[src/design/entropy_weighted_inner_product_top_macros.svh]
// Assertion macros used by the datapath.
// Each macro is one concurrent check, clocked on clk and disabled in reset.
`ifndef ENTROPY_WEIGHTED_INNER_PRODUCT_TOP_MACROS_SVH
`define ENTROPY_WEIGHTED_INNER_PRODUCT_TOP_MACROS_SVH
`ifndef NO_ASSERTIONS
`define EWIP_ASSERT_SAME(lbl, ante, cons) \
    lbl: assert property (@(posedge clk) disable iff (!rst_n) (ante) |-> (cons)) \
        else $error("same-cycle check failed");
`define EWIP_ASSERT_NEXT(lbl, ante, cons) \
    lbl: assert property (@(posedge clk) disable iff (!rst_n) (ante) |=> (cons)) \
        else $error("next-cycle check failed");
`else
`define EWIP_ASSERT_SAME(lbl, ante, cons)
`define EWIP_ASSERT_NEXT(lbl, ante, cons)
`endif
`endif

[src/design/ewip_pkg.sv]
// ----------------------------------------------------------------------------
// ewip_pkg
// Types, widths and helpers for the weighted inner product block.
// ----------------------------------------------------------------------------
`timescale 1ns / 1ps

package ewip_pkg;

    localparam int MAX_BINS_LOG2 = 24;
    localparam int MAX_TABLES    = 16;

    // Accumulator and kernel search widths.
    localparam int SQ_W    = 16 + MAX_BINS_LOG2;
    localparam int CROSS_W = 32 + MAX_BINS_LOG2;
    localparam int X_W     = CROSS_W + 16;
    localparam int XX_W    = 2 * X_W;
    localparam int P_W     = 2 * SQ_W;
    localparam int MUL_W   = X_W;
    localparam int MCNT_W  = $clog2(MUL_W + 1);
    localparam int RW      = XX_W + 2;
    localparam int TBL_W   = (MAX_TABLES > 1) ? $clog2(MAX_TABLES) : 1;
    localparam int ROOT_TOP = 30;

    localparam logic [31:0] ONE_Q31 = 32'h8000_0000;

    typedef struct packed {
        logic [7:0]  count_a;
        logic [7:0]  count_b;
        logic [15:0] bin_weight;
        logic        end_of_table;
        logic        end_of_all;
    } ewip_in_t;

    typedef struct packed {
        logic [31:0] table_kernel;
        logic [31:0] min_kernel;
        logic [3:0]  table_number;
        logic        final_res;
    } ewip_out_t;

    typedef enum logic [2:0] {
        ST_IDLE,
        ST_DRAIN,
        ST_MULP,
        ST_MULX,
        ST_RINIT,
        ST_ROOT,
        ST_EMIT
    } ewip_state_t;

    // Commands from the controller to the datapath.
    typedef struct packed {
        logic mul_load;
        logic mul_sel_x;
        logic store_p;
        logic store_x;
        logic root_init;
        logic root_step;
        logic kern_zero;
        logic kern_sat;
        logic emit;
    } ewip_cmd_t;

    // Status from the datapath to the controller.
    typedef struct packed {
        logic pipe_empty;
        logic norm_zero;
        logic mul_busy;
        logic root_last;
        logic sat;
        logic out_busy;
    } ewip_sts_t;

endpackage

[src/design/ewip_ctrl.sv]
// ----------------------------------------------------------------------------
// ewip_ctrl
// Sequencer for end-of-table kernel computation and result hand-off.
// ----------------------------------------------------------------------------
`timescale 1ns / 1ps

module ewip_ctrl (
    input  logic                 clk,
    input  logic                 rst_n,
    input  logic                 take_eot,
    input  ewip_pkg::ewip_sts_t  sts,
    output ewip_pkg::ewip_cmd_t  cmd,
    output logic                 busy
);

    ewip_pkg::ewip_state_t state_reg, state_next;

    // State register.
    always_ff @(posedge clk or negedge rst_n)
    begin
        if (!rst_n)
        begin
            state_reg <= ewip_pkg::ST_IDLE;
        end
        else
        begin
            state_reg <= state_next;
        end
    end

    // Next state and commands.
    always_comb
    begin
        state_next = state_reg;
        cmd        = '0;
        case (state_reg)
            ewip_pkg::ST_IDLE:
            begin
                if (take_eot)
                begin
                    state_next = ewip_pkg::ST_DRAIN;
                end
            end
            ewip_pkg::ST_DRAIN:
            begin
                if (sts.pipe_empty)
                begin
                    if (sts.norm_zero)
                    begin
                        cmd.kern_zero = 1'b1;
                        state_next    = ewip_pkg::ST_EMIT;
                    end
                    else
                    begin
                        cmd.mul_load = 1'b1;
                        state_next   = ewip_pkg::ST_MULP;
                    end
                end
            end
            ewip_pkg::ST_MULP:
            begin
                if (!sts.mul_busy)
                begin
                    cmd.store_p   = 1'b1;
                    cmd.mul_load  = 1'b1;
                    cmd.mul_sel_x = 1'b1;
                    state_next    = ewip_pkg::ST_MULX;
                end
            end
            ewip_pkg::ST_MULX:
            begin
                if (!sts.mul_busy)
                begin
                    cmd.store_x = 1'b1;
                    state_next  = ewip_pkg::ST_RINIT;
                end
            end
            ewip_pkg::ST_RINIT:
            begin
                if (sts.sat)
                begin
                    cmd.kern_sat = 1'b1;
                    state_next   = ewip_pkg::ST_EMIT;
                end
                else
                begin
                    cmd.root_init = 1'b1;
                    state_next    = ewip_pkg::ST_ROOT;
                end
            end
            ewip_pkg::ST_ROOT:
            begin
                cmd.root_step = 1'b1;
                if (sts.root_last)
                begin
                    state_next = ewip_pkg::ST_EMIT;
                end
            end
            ewip_pkg::ST_EMIT:
            begin
                if (!sts.out_busy)
                begin
                    cmd.emit   = 1'b1;
                    state_next = ewip_pkg::ST_IDLE;
                end
            end
            default:
            begin
                state_next = ewip_pkg::ST_IDLE;
            end
        endcase
    end

    assign busy = (state_reg != ewip_pkg::ST_IDLE);

endmodule

[src/design/ewip_dpath.sv]
// ----------------------------------------------------------------------------
// ewip_dpath
// Product pipeline, saturating sums, serial multiplier, root search, output.
// ----------------------------------------------------------------------------
`timescale 1ns / 1ps
`include "entropy_weighted_inner_product_top_macros.svh"

module ewip_dpath (
    input  logic                 clk,
    input  logic                 rst_n,
    input  logic                 take,
    input  ewip_pkg::ewip_in_t   item,
    input  ewip_pkg::ewip_cmd_t  cmd,
    output ewip_pkg::ewip_sts_t  sts,
    input  logic                 out_stall,
    output logic                 out_valid,
    output ewip_pkg::ewip_out_t  out_item
);

    localparam int SQ_W    = ewip_pkg::SQ_W;
    localparam int CROSS_W = ewip_pkg::CROSS_W;
    localparam int MUL_W   = ewip_pkg::MUL_W;
    localparam int RW      = ewip_pkg::RW;

    // Product pipeline registers.
    logic        v1_reg, v2_reg;
    logic [15:0] aa1_reg, bb1_reg, ab1_reg, w1_reg;
    logic [15:0] aa2_reg, bb2_reg;
    logic [31:0] abw2_reg;
    logic        eoa_reg;

    // Accumulators.
    logic [SQ_W-1:0]    sa_reg, sb_reg;
    logic [CROSS_W-1:0] sx_reg;
    logic [SQ_W:0]      sa_sum, sb_sum;
    logic [CROSS_W:0]   sx_sum;

    // Serial multiplier.
    logic [2*MUL_W-1:0] mc_reg, prod_reg;
    logic [MUL_W-1:0]   mp_reg;
    logic [ewip_pkg::MCNT_W-1:0] mcnt_reg;
    logic [MUL_W-1:0]   mul_a, mul_b;

    // Root search.
    logic [ewip_pkg::P_W-1:0]  p_reg;
    logic [ewip_pkg::XX_W-1:0] xx_reg;
    logic [RW-1:0] ps_reg, ks_reg, k2p_reg, trial;
    logic [4:0]    rcnt_reg;
    logic [31:0]   kv_reg, kv_bit;
    logic          fit;

    // Result bookkeeping.
    logic [31:0]   min_reg, min_new;
    logic [ewip_pkg::TBL_W-1:0] tcnt_reg;
    logic          ov_reg;
    ewip_pkg::ewip_out_t oi_reg;

    // Stage one: squares and count cross product; stage two: weighting.
    always_ff @(posedge clk or negedge rst_n)
    begin
        if (!rst_n)
        begin
            v1_reg  <= 1'b0;
            v2_reg  <= 1'b0;
            eoa_reg <= 1'b0;
        end
        else
        begin
            v1_reg <= take;
            v2_reg <= v1_reg;
            if (take && item.end_of_table)
            begin
                eoa_reg <= item.end_of_all;
            end
        end
    end

    always_ff @(posedge clk)
    begin
        aa1_reg  <= 16'(item.count_a) * 16'(item.count_a);
        bb1_reg  <= 16'(item.count_b) * 16'(item.count_b);
        ab1_reg  <= 16'(item.count_a) * 16'(item.count_b);
        w1_reg   <= item.bin_weight;
        aa2_reg  <= aa1_reg;
        bb2_reg  <= bb1_reg;
        abw2_reg <= 32'(ab1_reg) * 32'(w1_reg);
    end

    // Saturating accumulation; sums clear when a table's result is emitted.
    assign sa_sum = {1'b0, sa_reg} + (SQ_W + 1)'(aa2_reg);
    assign sb_sum = {1'b0, sb_reg} + (SQ_W + 1)'(bb2_reg);
    assign sx_sum = {1'b0, sx_reg} + (CROSS_W + 1)'(abw2_reg);

    always_ff @(posedge clk or negedge rst_n)
    begin
        if (!rst_n)
        begin
            sa_reg <= '0;
            sb_reg <= '0;
            sx_reg <= '0;
        end
        else if (cmd.emit)
        begin
            sa_reg <= '0;
            sb_reg <= '0;
            sx_reg <= '0;
        end
        else if (v2_reg)
        begin
            sa_reg <= sa_sum[SQ_W] ? '1 : sa_sum[SQ_W-1:0];
            sb_reg <= sb_sum[SQ_W] ? '1 : sb_sum[SQ_W-1:0];
            sx_reg <= sx_sum[CROSS_W] ? '1 : sx_sum[CROSS_W-1:0];
        end
    end

    // Shift-add multiplier: norm product first, then the scaled cross squared.
    assign mul_a = cmd.mul_sel_x ? {sx_reg, 16'd0} : MUL_W'(sa_reg);
    assign mul_b = cmd.mul_sel_x ? {sx_reg, 16'd0} : MUL_W'(sb_reg);

    always_ff @(posedge clk or negedge rst_n)
    begin
        if (!rst_n)
        begin
            mcnt_reg <= '0;
        end
        else if (cmd.mul_load)
        begin
            mcnt_reg <= ewip_pkg::MCNT_W'(MUL_W);
        end
        else if (mcnt_reg != '0)
        begin
            mcnt_reg <= mcnt_reg - 1'b1;
        end
    end

    always_ff @(posedge clk)
    begin
        if (cmd.mul_load)
        begin
            mc_reg   <= (2 * MUL_W)'(mul_a);
            mp_reg   <= mul_b;
            prod_reg <= '0;
        end
        else if (mcnt_reg != '0)
        begin
            if (mp_reg[0])
            begin
                prod_reg <= prod_reg + mc_reg;
            end
            mc_reg <= mc_reg << 1;
            mp_reg <= mp_reg >> 1;
        end
        if (cmd.store_p)
        begin
            p_reg <= ewip_pkg::P_W'(prod_reg);
        end
        if (cmd.store_x)
        begin
            xx_reg <= prod_reg;
        end
    end

    // Bitwise root search on k*k*P <= X*X with running shifted terms.
    assign trial  = k2p_reg + ks_reg + ps_reg;
    assign fit    = (trial <= RW'(xx_reg));
    assign kv_bit = 32'd1 << rcnt_reg;

    always_ff @(posedge clk)
    begin
        if (cmd.root_init)
        begin
            ps_reg   <= RW'(p_reg) << (2 * ewip_pkg::ROOT_TOP);
            ks_reg   <= '0;
            k2p_reg  <= '0;
            rcnt_reg <= 5'(ewip_pkg::ROOT_TOP);
            kv_reg   <= '0;
        end
        else if (cmd.root_step)
        begin
            ps_reg   <= ps_reg >> 2;
            rcnt_reg <= rcnt_reg - 1'b1;
            if (fit)
            begin
                k2p_reg <= trial;
                ks_reg  <= (ks_reg >> 1) + ps_reg;
                kv_reg  <= kv_reg | kv_bit;
            end
            else
            begin
                ks_reg <= ks_reg >> 1;
            end
        end
        else if (cmd.kern_zero)
        begin
            kv_reg <= '0;
        end
        else if (cmd.kern_sat)
        begin
            kv_reg <= ewip_pkg::ONE_Q31;
        end
    end

    // Result register, running minimum and table counter.
    assign min_new = (kv_reg < min_reg) ? kv_reg : min_reg;

    always_ff @(posedge clk or negedge rst_n)
    begin
        if (!rst_n)
        begin
            ov_reg   <= 1'b0;
            min_reg  <= ewip_pkg::ONE_Q31;
            tcnt_reg <= '0;
        end
        else
        begin
            if (cmd.emit)
            begin
                ov_reg <= 1'b1;
                if (eoa_reg)
                begin
                    min_reg  <= ewip_pkg::ONE_Q31;
                    tcnt_reg <= '0;
                end
                else
                begin
                    min_reg <= min_new;
                    if (32'(tcnt_reg) >= ewip_pkg::MAX_TABLES - 1)
                    begin
                        tcnt_reg <= '0;
                    end
                    else
                    begin
                        tcnt_reg <= tcnt_reg + 1'b1;
                    end
                end
            end
            else if (!out_stall)
            begin
                ov_reg <= 1'b0;
            end
        end
    end

    always_ff @(posedge clk)
    begin
        if (cmd.emit)
        begin
            oi_reg.table_kernel <= kv_reg;
            oi_reg.min_kernel   <= min_new;
            oi_reg.table_number <= 4'(tcnt_reg);
            oi_reg.final_res    <= eoa_reg;
        end
    end

    assign out_valid = ov_reg;
    assign out_item  = oi_reg;

    // Status to the controller.
    assign sts.pipe_empty = !v1_reg && !v2_reg;
    assign sts.norm_zero  = (sa_reg == '0) || (sb_reg == '0);
    assign sts.mul_busy   = (mcnt_reg != '0);
    assign sts.root_last  = (rcnt_reg == 5'd0);
    assign sts.sat        = ((RW'(p_reg) << 62) <= RW'(xx_reg));
    assign sts.out_busy   = ov_reg && out_stall;

    `EWIP_ASSERT_SAME(a_kern_range, ov_reg, oi_reg.table_kernel <= ewip_pkg::ONE_Q31)
    `EWIP_ASSERT_SAME(a_min_le_kern, ov_reg, oi_reg.min_kernel <= oi_reg.table_kernel)
    `EWIP_ASSERT_SAME(a_no_step_mul, cmd.root_step, mcnt_reg == '0)
    `EWIP_ASSERT_NEXT(a_emit_valid, cmd.emit, ov_reg)

endmodule

[src/design/entropy_weighted_inner_product_top.sv]
// A bin that does not end a table passes the stage-one and stage-two registers into the sums.
// A table end gives its result after the serial shift-add multiplier, run twice, and the
// 31-step root search; a zero norm skips both, and a kernel of one or more skips the root
// search. Throughput: one bin per cycle inside a table; the input stalls from a table end
// until its result enters the output register.
// Reset: rst_n asynchronous active low; sums zero, minimum 1.0, counter zero.
// ----------------------------------------------------------------------------
// entropy_weighted_inner_product_top
// Weighted cosine kernel per table with running minimum over tables.
// ----------------------------------------------------------------------------
`timescale 1ns / 1ps

module entropy_weighted_inner_product_top (
    input  logic                 clk,
    input  logic                 rst_n,
    input  logic                 src_valid,
    output logic                 src_stall,
    input  ewip_pkg::ewip_in_t   src_item,
    output logic                 dst_valid,
    input  logic                 dst_stall,
    output ewip_pkg::ewip_out_t  dst_item
);

    ewip_pkg::ewip_cmd_t cmd;
    ewip_pkg::ewip_sts_t sts;
    logic                busy;
    logic                take;

    // A transaction is taken only while the sequencer is idle.
    assign src_stall = busy;
    assign take      = src_valid && !busy;

    ewip_ctrl u_ctrl (
        .clk      (clk),
        .rst_n    (rst_n),
        .take_eot (take && src_item.end_of_table),
        .sts      (sts),
        .cmd      (cmd),
        .busy     (busy)
    );

    ewip_dpath u_dpath (
        .clk       (clk),
        .rst_n     (rst_n),
        .take      (take),
        .item      (src_item),
        .cmd       (cmd),
        .sts       (sts),
        .out_stall (dst_stall),
        .out_valid (dst_valid),
        .out_item  (dst_item)
    );

endmodule
[config.mk]
export PLATFORM = sky130hd
export DESIGN_NAME = entropy_weighted_inner_product_top
export DESIGN_NICKNAME = d
export VERILOG_FILES = /design/src/design/ewip_pkg.sv /design/src/design/ewip_ctrl.sv /design/src/design/ewip_dpath.sv /design/src/design/entropy_weighted_inner_product_top.sv
export VERILOG_INCLUDE_DIRS = /design/src /design/src/design
export SDC_FILE = /design/constraint.sdc
export NUM_CORES = 2
export LEC_CHECK = 0
export BUFFER_PORTS_ARGS = -buffer_cell sky130_fd_sc_hd__buf_4
export CAP_MARGIN = 20
export CORE_MARGIN = 4
export CORE_UTILIZATION = 30
export DETAILED_ROUTE_END_ITERATION = 10
export GPL_TIMING_DRIVEN = 0
export PLACE_DENSITY = 0.46
export RECOVER_POWER = 100
export SLEW_MARGIN = 20
export SYNTH_ARGS = -nofsm -noshare
export SYNTH_HDL_FRONTEND = slang
export SYNTH_SLANG_ARGS = --single-unit
export TNS_END_PERCENT = 20
[constraint.sdc]
create_clock -name clk -period 30.3 [get_ports clk]
set_clock_uncertainty 0.15 [all_clocks]
set_input_delay 3.03 -clock clk [delete_from_list [all_inputs] [get_ports clk]]
set_output_delay 3.03 -clock clk [all_outputs]
set_load 0.02 [all_outputs]
Word level (Yosys, flattened, before mapping). Cells that the tools add are included.

Register bits: 1436. Output and inout bits: 71.

Add/subtract/negate cells: 10. $mul: 4. $lt $le $gt $ge: 4. Equality and inequality tests: 14. Shift operators: 1. Mux-type cells: 56. Bitwise logic cells: 1. Reduce and logical (&&, ||, !) cells: 22.

Operators with widths (count): 2-to-1 mux 72 bit (6); 2-to-1 mux 140 bit (2); 2-to-1 mux 40 bit (6); 2-to-1 mux 32 bit (6); 2-to-1 mux 56 bit (3); adder 145 x 140 -> 146 bit (1); adder 146 x 140 -> 146 bit (1); adder 146 bit (1); <= comparator 146 x 144 -> 1 bit (1); 2-to-1 mux 146 bit (1); adder 144 bit (1); <= comparator 142 x 144 -> 1 bit (1); adder 40 x 16 -> 41 bit (2); logical NOT 40 bit (2); adder 56 x 32 -> 57 bit (1); multiplier 8 x 8 -> 16 bit (3); < comparator 32 bit (1); multiplier 16 x 16 -> 32 bit (1); bitwise OR 32 bit (1); left shift 1 x 5 -> 32 bit (first input constant) (1); 2-to-1 mux 3 bit (8); one-hot mux 3 bit (7 select lines) (1); 2-to-1 mux 1 bit (16); 2-to-1 mux 7 bit (2); 22 further kinds (43).

Longest topological paths before layout.
Word-level depth: 7. Depth in mapped cells: 36. Gate-level depth less buffers: 34.

Hierarchy. From an unflattened synthesis, not the netlist that was laid out.

Cells, all modules: 11468. Area, all modules: 103490.5 µm².

Modules (own cells, without submodules): ewip_dpath (times used 1, cells each 11427, area each 103174.0 µm², seq. area each 34699.5 µm²); ewip_ctrl (times used 1, cells each 39, area each 301.5 µm², seq. area each 75.1 µm²); entropy_weighted_inner_product_top (times used 1, cells each 2, area each 15.0 µm², seq. area each 0.0 µm²).

Worst setup path after synthesis. Ideal clock, no wire load.

Path type: register to register. Start: register u_dpath.mcnt_reg[0] in the netlist's numbering. End: register u_dpath.xx_reg[0] in the netlist's numbering (enable). Arrival time: 11.164 ns. Data required time: 29.326 ns. Setup slack: 18.163 ns. Stages on the path, launching flop included: 8. Buffers on the path: 2. Clock period less this slack: 12.137 ns. Cells stage by stage: dfrtp_1 inv_1 ha_1 nand3_1 or2_2 clkbuf_1 clkbuf_1 nor3_1.

RTL lines: from (decl) (line ewip_dpath.sv:41) `logic [ewip_pkg::MCNT_W-1:0] mcnt_reg;`; from (signal assigned) (line ewip_dpath.sv:128) `mcnt_reg <= ewip_pkg::MCNT_W'(MUL_W);`; from (signal assigned) (line ewip_dpath.sv:132) `mcnt_reg <= mcnt_reg - 1'b1;`; to (signal assigned) (line ewip_dpath.sv:159) `xx_reg <= prod_reg;`; to (decl) (line ewip_dpath.sv:46) `logic [ewip_pkg::XX_W-1:0] xx_reg;`.

Worst setup path in the final report.
Start: register u_dpath.ks_reg[1]. End: register u_dpath.k2p_reg[83].

Word-level cells in the longest chain between the ends: 4.

RTL lines: from (decl) (line ewip_dpath.sv:47) `logic [RW-1:0] ps_reg, ks_reg, k2p_reg, trial;`; from (signal assigned) (line ewip_dpath.sv:185) `ks_reg <= (ks_reg >> 1) + ps_reg;`; from (signal assigned) (line ewip_dpath.sv:190) `ks_reg <= ks_reg >> 1;`; adder 146 bit (line ewip_dpath.sv:164) `assign trial = k2p_reg + ks_reg + ps_reg;`; adder 146 x 140 -> 146 bit (line ewip_dpath.sv:164); net u_dpath.trial[93] (line ewip_dpath.sv:47); <= comparator 146 x 144 -> 1 bit (line ewip_dpath.sv:165) `assign fit = (trial <= RW'(xx_reg));`; AND reduction 2 bit (no line); to (signal assigned) (line ewip_dpath.sv:184) `k2p_reg <= trial;`; to (decl) (line ewip_dpath.sv:47).

The timed path passes the listed nets, and every way through them passes these cells. A chain may end at the register's enable or synchronous reset.

==> metrics <==
DP Cell Count 16137; share of cells above drive strength 1 4.09%; maximum vdd drop 0.000459 V; first-pass GRT wire length 573 mm; DRT antenna net count 0; insertion delay to the later sink of the worst-skew pair 0.90 ns; clock buffer depth 4; unrepaired setup endpoints after global routing no; min-delay src u_dpath.bb1_reg[15]$_DFF_P_; yosys warns 0; Post-CTS Setup Repair Bufs 0; r2r startpoint u_dpath.ks_reg[1]$_SDFFE_PP0P_; Hold Path Sink u_dpath.bb2_reg[15]$_DFF_P_; initial core utilization 30.1%; XOR/XNOR Fraction of Synth Area 4.70%; Hold WC Path Type register to register; reg2reg path depth 32; TritonCTS buffer count 180; clock sink count 1432; GRT Total Usage 21.4%; Mapped Nets 12868; Startpoint Class register; pre-CTS setup slack 19.15 ns; Fin. Hold Viols 0; Most used DFF post-synth dfxtp_1; kind of critical path register to register; Nets 13203; Final Util 33.9%; failing checks capacitance limit, slew limit; vias per inst 5.30; area of the core 340000 um^2; routed len/inst 23.3 um; Pre-Repair DR Iteration Count 5; largest net degree at the start of global routing 70; crit-path max cell delay 1.87 ns; total congestion overflow 0; boundary pin count 109; worst-path fanout max 10; Least-Margin Pin Slew 4.06 ns; Cell Area, Synth 103000 um^2; vias in the first global route 87674; die area 351000 um^2; Synth Area per Inst 8.95 um^2; Synth cell types 107; smallest hold slack 0.170 ns; fin crit share 47.0%; Critical R2R Capture u_dpath.k2p_reg[83]$_SDFFE_PP0P_; row count 214; CTS resizes 0; Yosys top cell area share 15.1%; DR DRC count 0; Post-synth EDFFs 517; Synth area leaders edfxtp_1, dfxtp_1, ha_1, fa_1, a21oi_1; top cells by count, synth nand2_1, a21oi_1, ha_1, dfxtp_1, inv_1; non-filler cells, final 16486; Finish-stage setup viols 0; asr flop ratio synth 13.0%; WL final 385 mm; Crit path required time 30.93 ns; largest family of logic cells by synthesized area compound AO/OA/AOI/OAI gates; R2R setup slack 16.07 ns; worst endpoint data arrival time 14.86 ns; DR iter-0 viols 6553; f_max 70.3 MHz; PwrDens 82.5 nW/um^2; post-synthesis simple-gate area fraction 15.2%; Max-Cap Viols 19; mux cell area share after synthesis 0.770%; initial antenna violation count 17; CP Capture Type register; Slowest-stage cell, CP nor2_1; adder-cell share of the synthesized area 20.0%; Area Overhead vs Synth 12.5%; Root Driver clkbuf_16; Final Max Tran Viols 634; cell depth of the worst hold path 0; vias 87391; Tmin final 14.23 ns; cell taking the most area after synthesis edfxtp_1; Static Leak 0.0501 uW; Compound-Gate Fraction of Synth Area 20.5%; cell count after synthesis 11448; cell with the most instances after synthesis nand2_1; Seq/Total Area, Yosys 33.9%; Yosys reg bits 1432; die height 593 um; Die Wd 593 um; CTS tree built; setup ws final 16.07 ns; routability cong. 0.949; outcome finished, violations left; post-detail-place hpwl 317 mm; H-tree levels 4; Setup TNS Final 0 ns; Worst slew margin -171%; Clock Pin Slew Worst Setup and Hold Paths 0.06 ns; hold buffer count at cts 0; IO Port Bufs 108
per-layer routing:
metal / vias to the layer above / share of wire (%) / GRT usage [%]
met5: - / 0 / 0
met1: 43194 / 44 / 28.4
li1: 41441 / - / -
met2: 2241 / 47 / 36.3
met4: 0 / 3.8 / 7.08
met3: 515 / 4.3 / 1.98
logic make-up (layout without fill, tap and decap cells):
kind of cell             Yosys count  in the layout
multiplexers                      73             73
XOR/XNOR                         550            550
buffers and inverters           1320           1804
AND/OR/NAND/NOR                 3378           3378
adder cells (fa/ha/maj)         1382           1382
flip-flops                      1432           1432
AO/OA/AOI/OAI                   3313           3313
other                              0             18
power by group:
group / total (uW) / switching, uW / leakage [uW] / internal, uW
sequential: 2180 / 47.6 / 0.0134 / 2130
combinational: 5010 / 2910 / 0.0336 / 2100
clock: 2330 / 937 / 0.00310 / 1390
cell type report:
class | count | area (um^2)
diodes | 18 | 45.0
plain buffers | 599 | 2300
clock buffers | 248 | 5170
clock inverters | 83 | 1150
fillers | 35403 | 225000
inverters | 721 | 2710
multi-input cells | 8696 | 62600
flip-flops and latches | 1432 | 34800
well taps | 4536 | 5680
repair buffers | 153 | 827
per-stage QoR:
step | power (uW) | cell area (um^2)
final | 9510 | 115000
after detailed placement | 7270 | 110000
after global placement | 7240 | 109000
after CTS | 9670 | 116000
after floorplan | 5890 | 103000
after global routing | 10400 | 115000
how the worst max path moves through the flow:
| stage | from | endpoint | slack, ns | cells after the start |
|---|---|---|---|---|
| 6_report | u_dpath.ks_reg[1]$_SDFFE_PP0P_ | u_dpath.k2p_reg[83]$_SDFFE_PP0P_ | 16.07 | 32 |
| 5_1_grt | u_dpath.ks_reg[1]$_SDFFE_PP0P_ | u_dpath.k2p_reg[85]$_SDFFE_PP0P_ | 15.57 | 32 |
| 4_1_cts | u_dpath.ks_reg[1]$_SDFFE_PP0P_ | u_dpath.k2p_reg[56]$_SDFFE_PP0P_ | 19.13 | 34 |
| 3_5_place_dp | u_dpath.ks_reg[1]$_SDFFE_PP0P_ | u_dpath.k2p_reg[56]$_SDFFE_PP0P_ | 19.15 | 34 |
| 3_3_place_gp | u_dpath.mcnt_reg[0]$_DFFE_PN0P_ | u_dpath.xx_reg[6]$_DFFE_PP_ | 11.99 | 7 |
| 2_1_floorplan | u_dpath.mcnt_reg[0]$_DFFE_PN0P_ | u_dpath.xx_reg[0]$_DFFE_PP_ | 18.16 | 7 |
cell usage in the layout (no fill, tap or decap), types with 36 or more instances in the layout:
cell type  count
a211oi_1     198
a21o_1       452
a21oi_1     1234
a221o_1       59
a22o_1       172
a31oi_1      148
and2_1       217
and3_1        79
clkbuf_1     687
clkbuf_16    187
dfrtp_1      185
dfxtp_1      729
edfxtp_1     517
fa_1         424
ha_1         958
inv_1        720
mux2_2        36
nand2_1     1476
nand2b_1      54
nand3_1      137
nand4_1      231
nor2_1       705
nor2b_1       88
nor3_1       146
nor4_1        66
o21a_1        62
o21ai_0      504
o21bai_1     150
xnor2_1      322
xor2_1       228
worst max-delay path, delay by kind of cell, from the launching register on:
kind,cells,cell delay (ns)
AO/OA/AOI/OAI,14,5.05
AND/OR/NAND/NOR,10,4.73
buffers and inverters,3,2.11
adder cells (fa/ha/maj),4,1.48
flip-flops,1,0.37
XOR/XNOR,1,0.23
No activity file was read; power rests on OpenSTA's default activity.
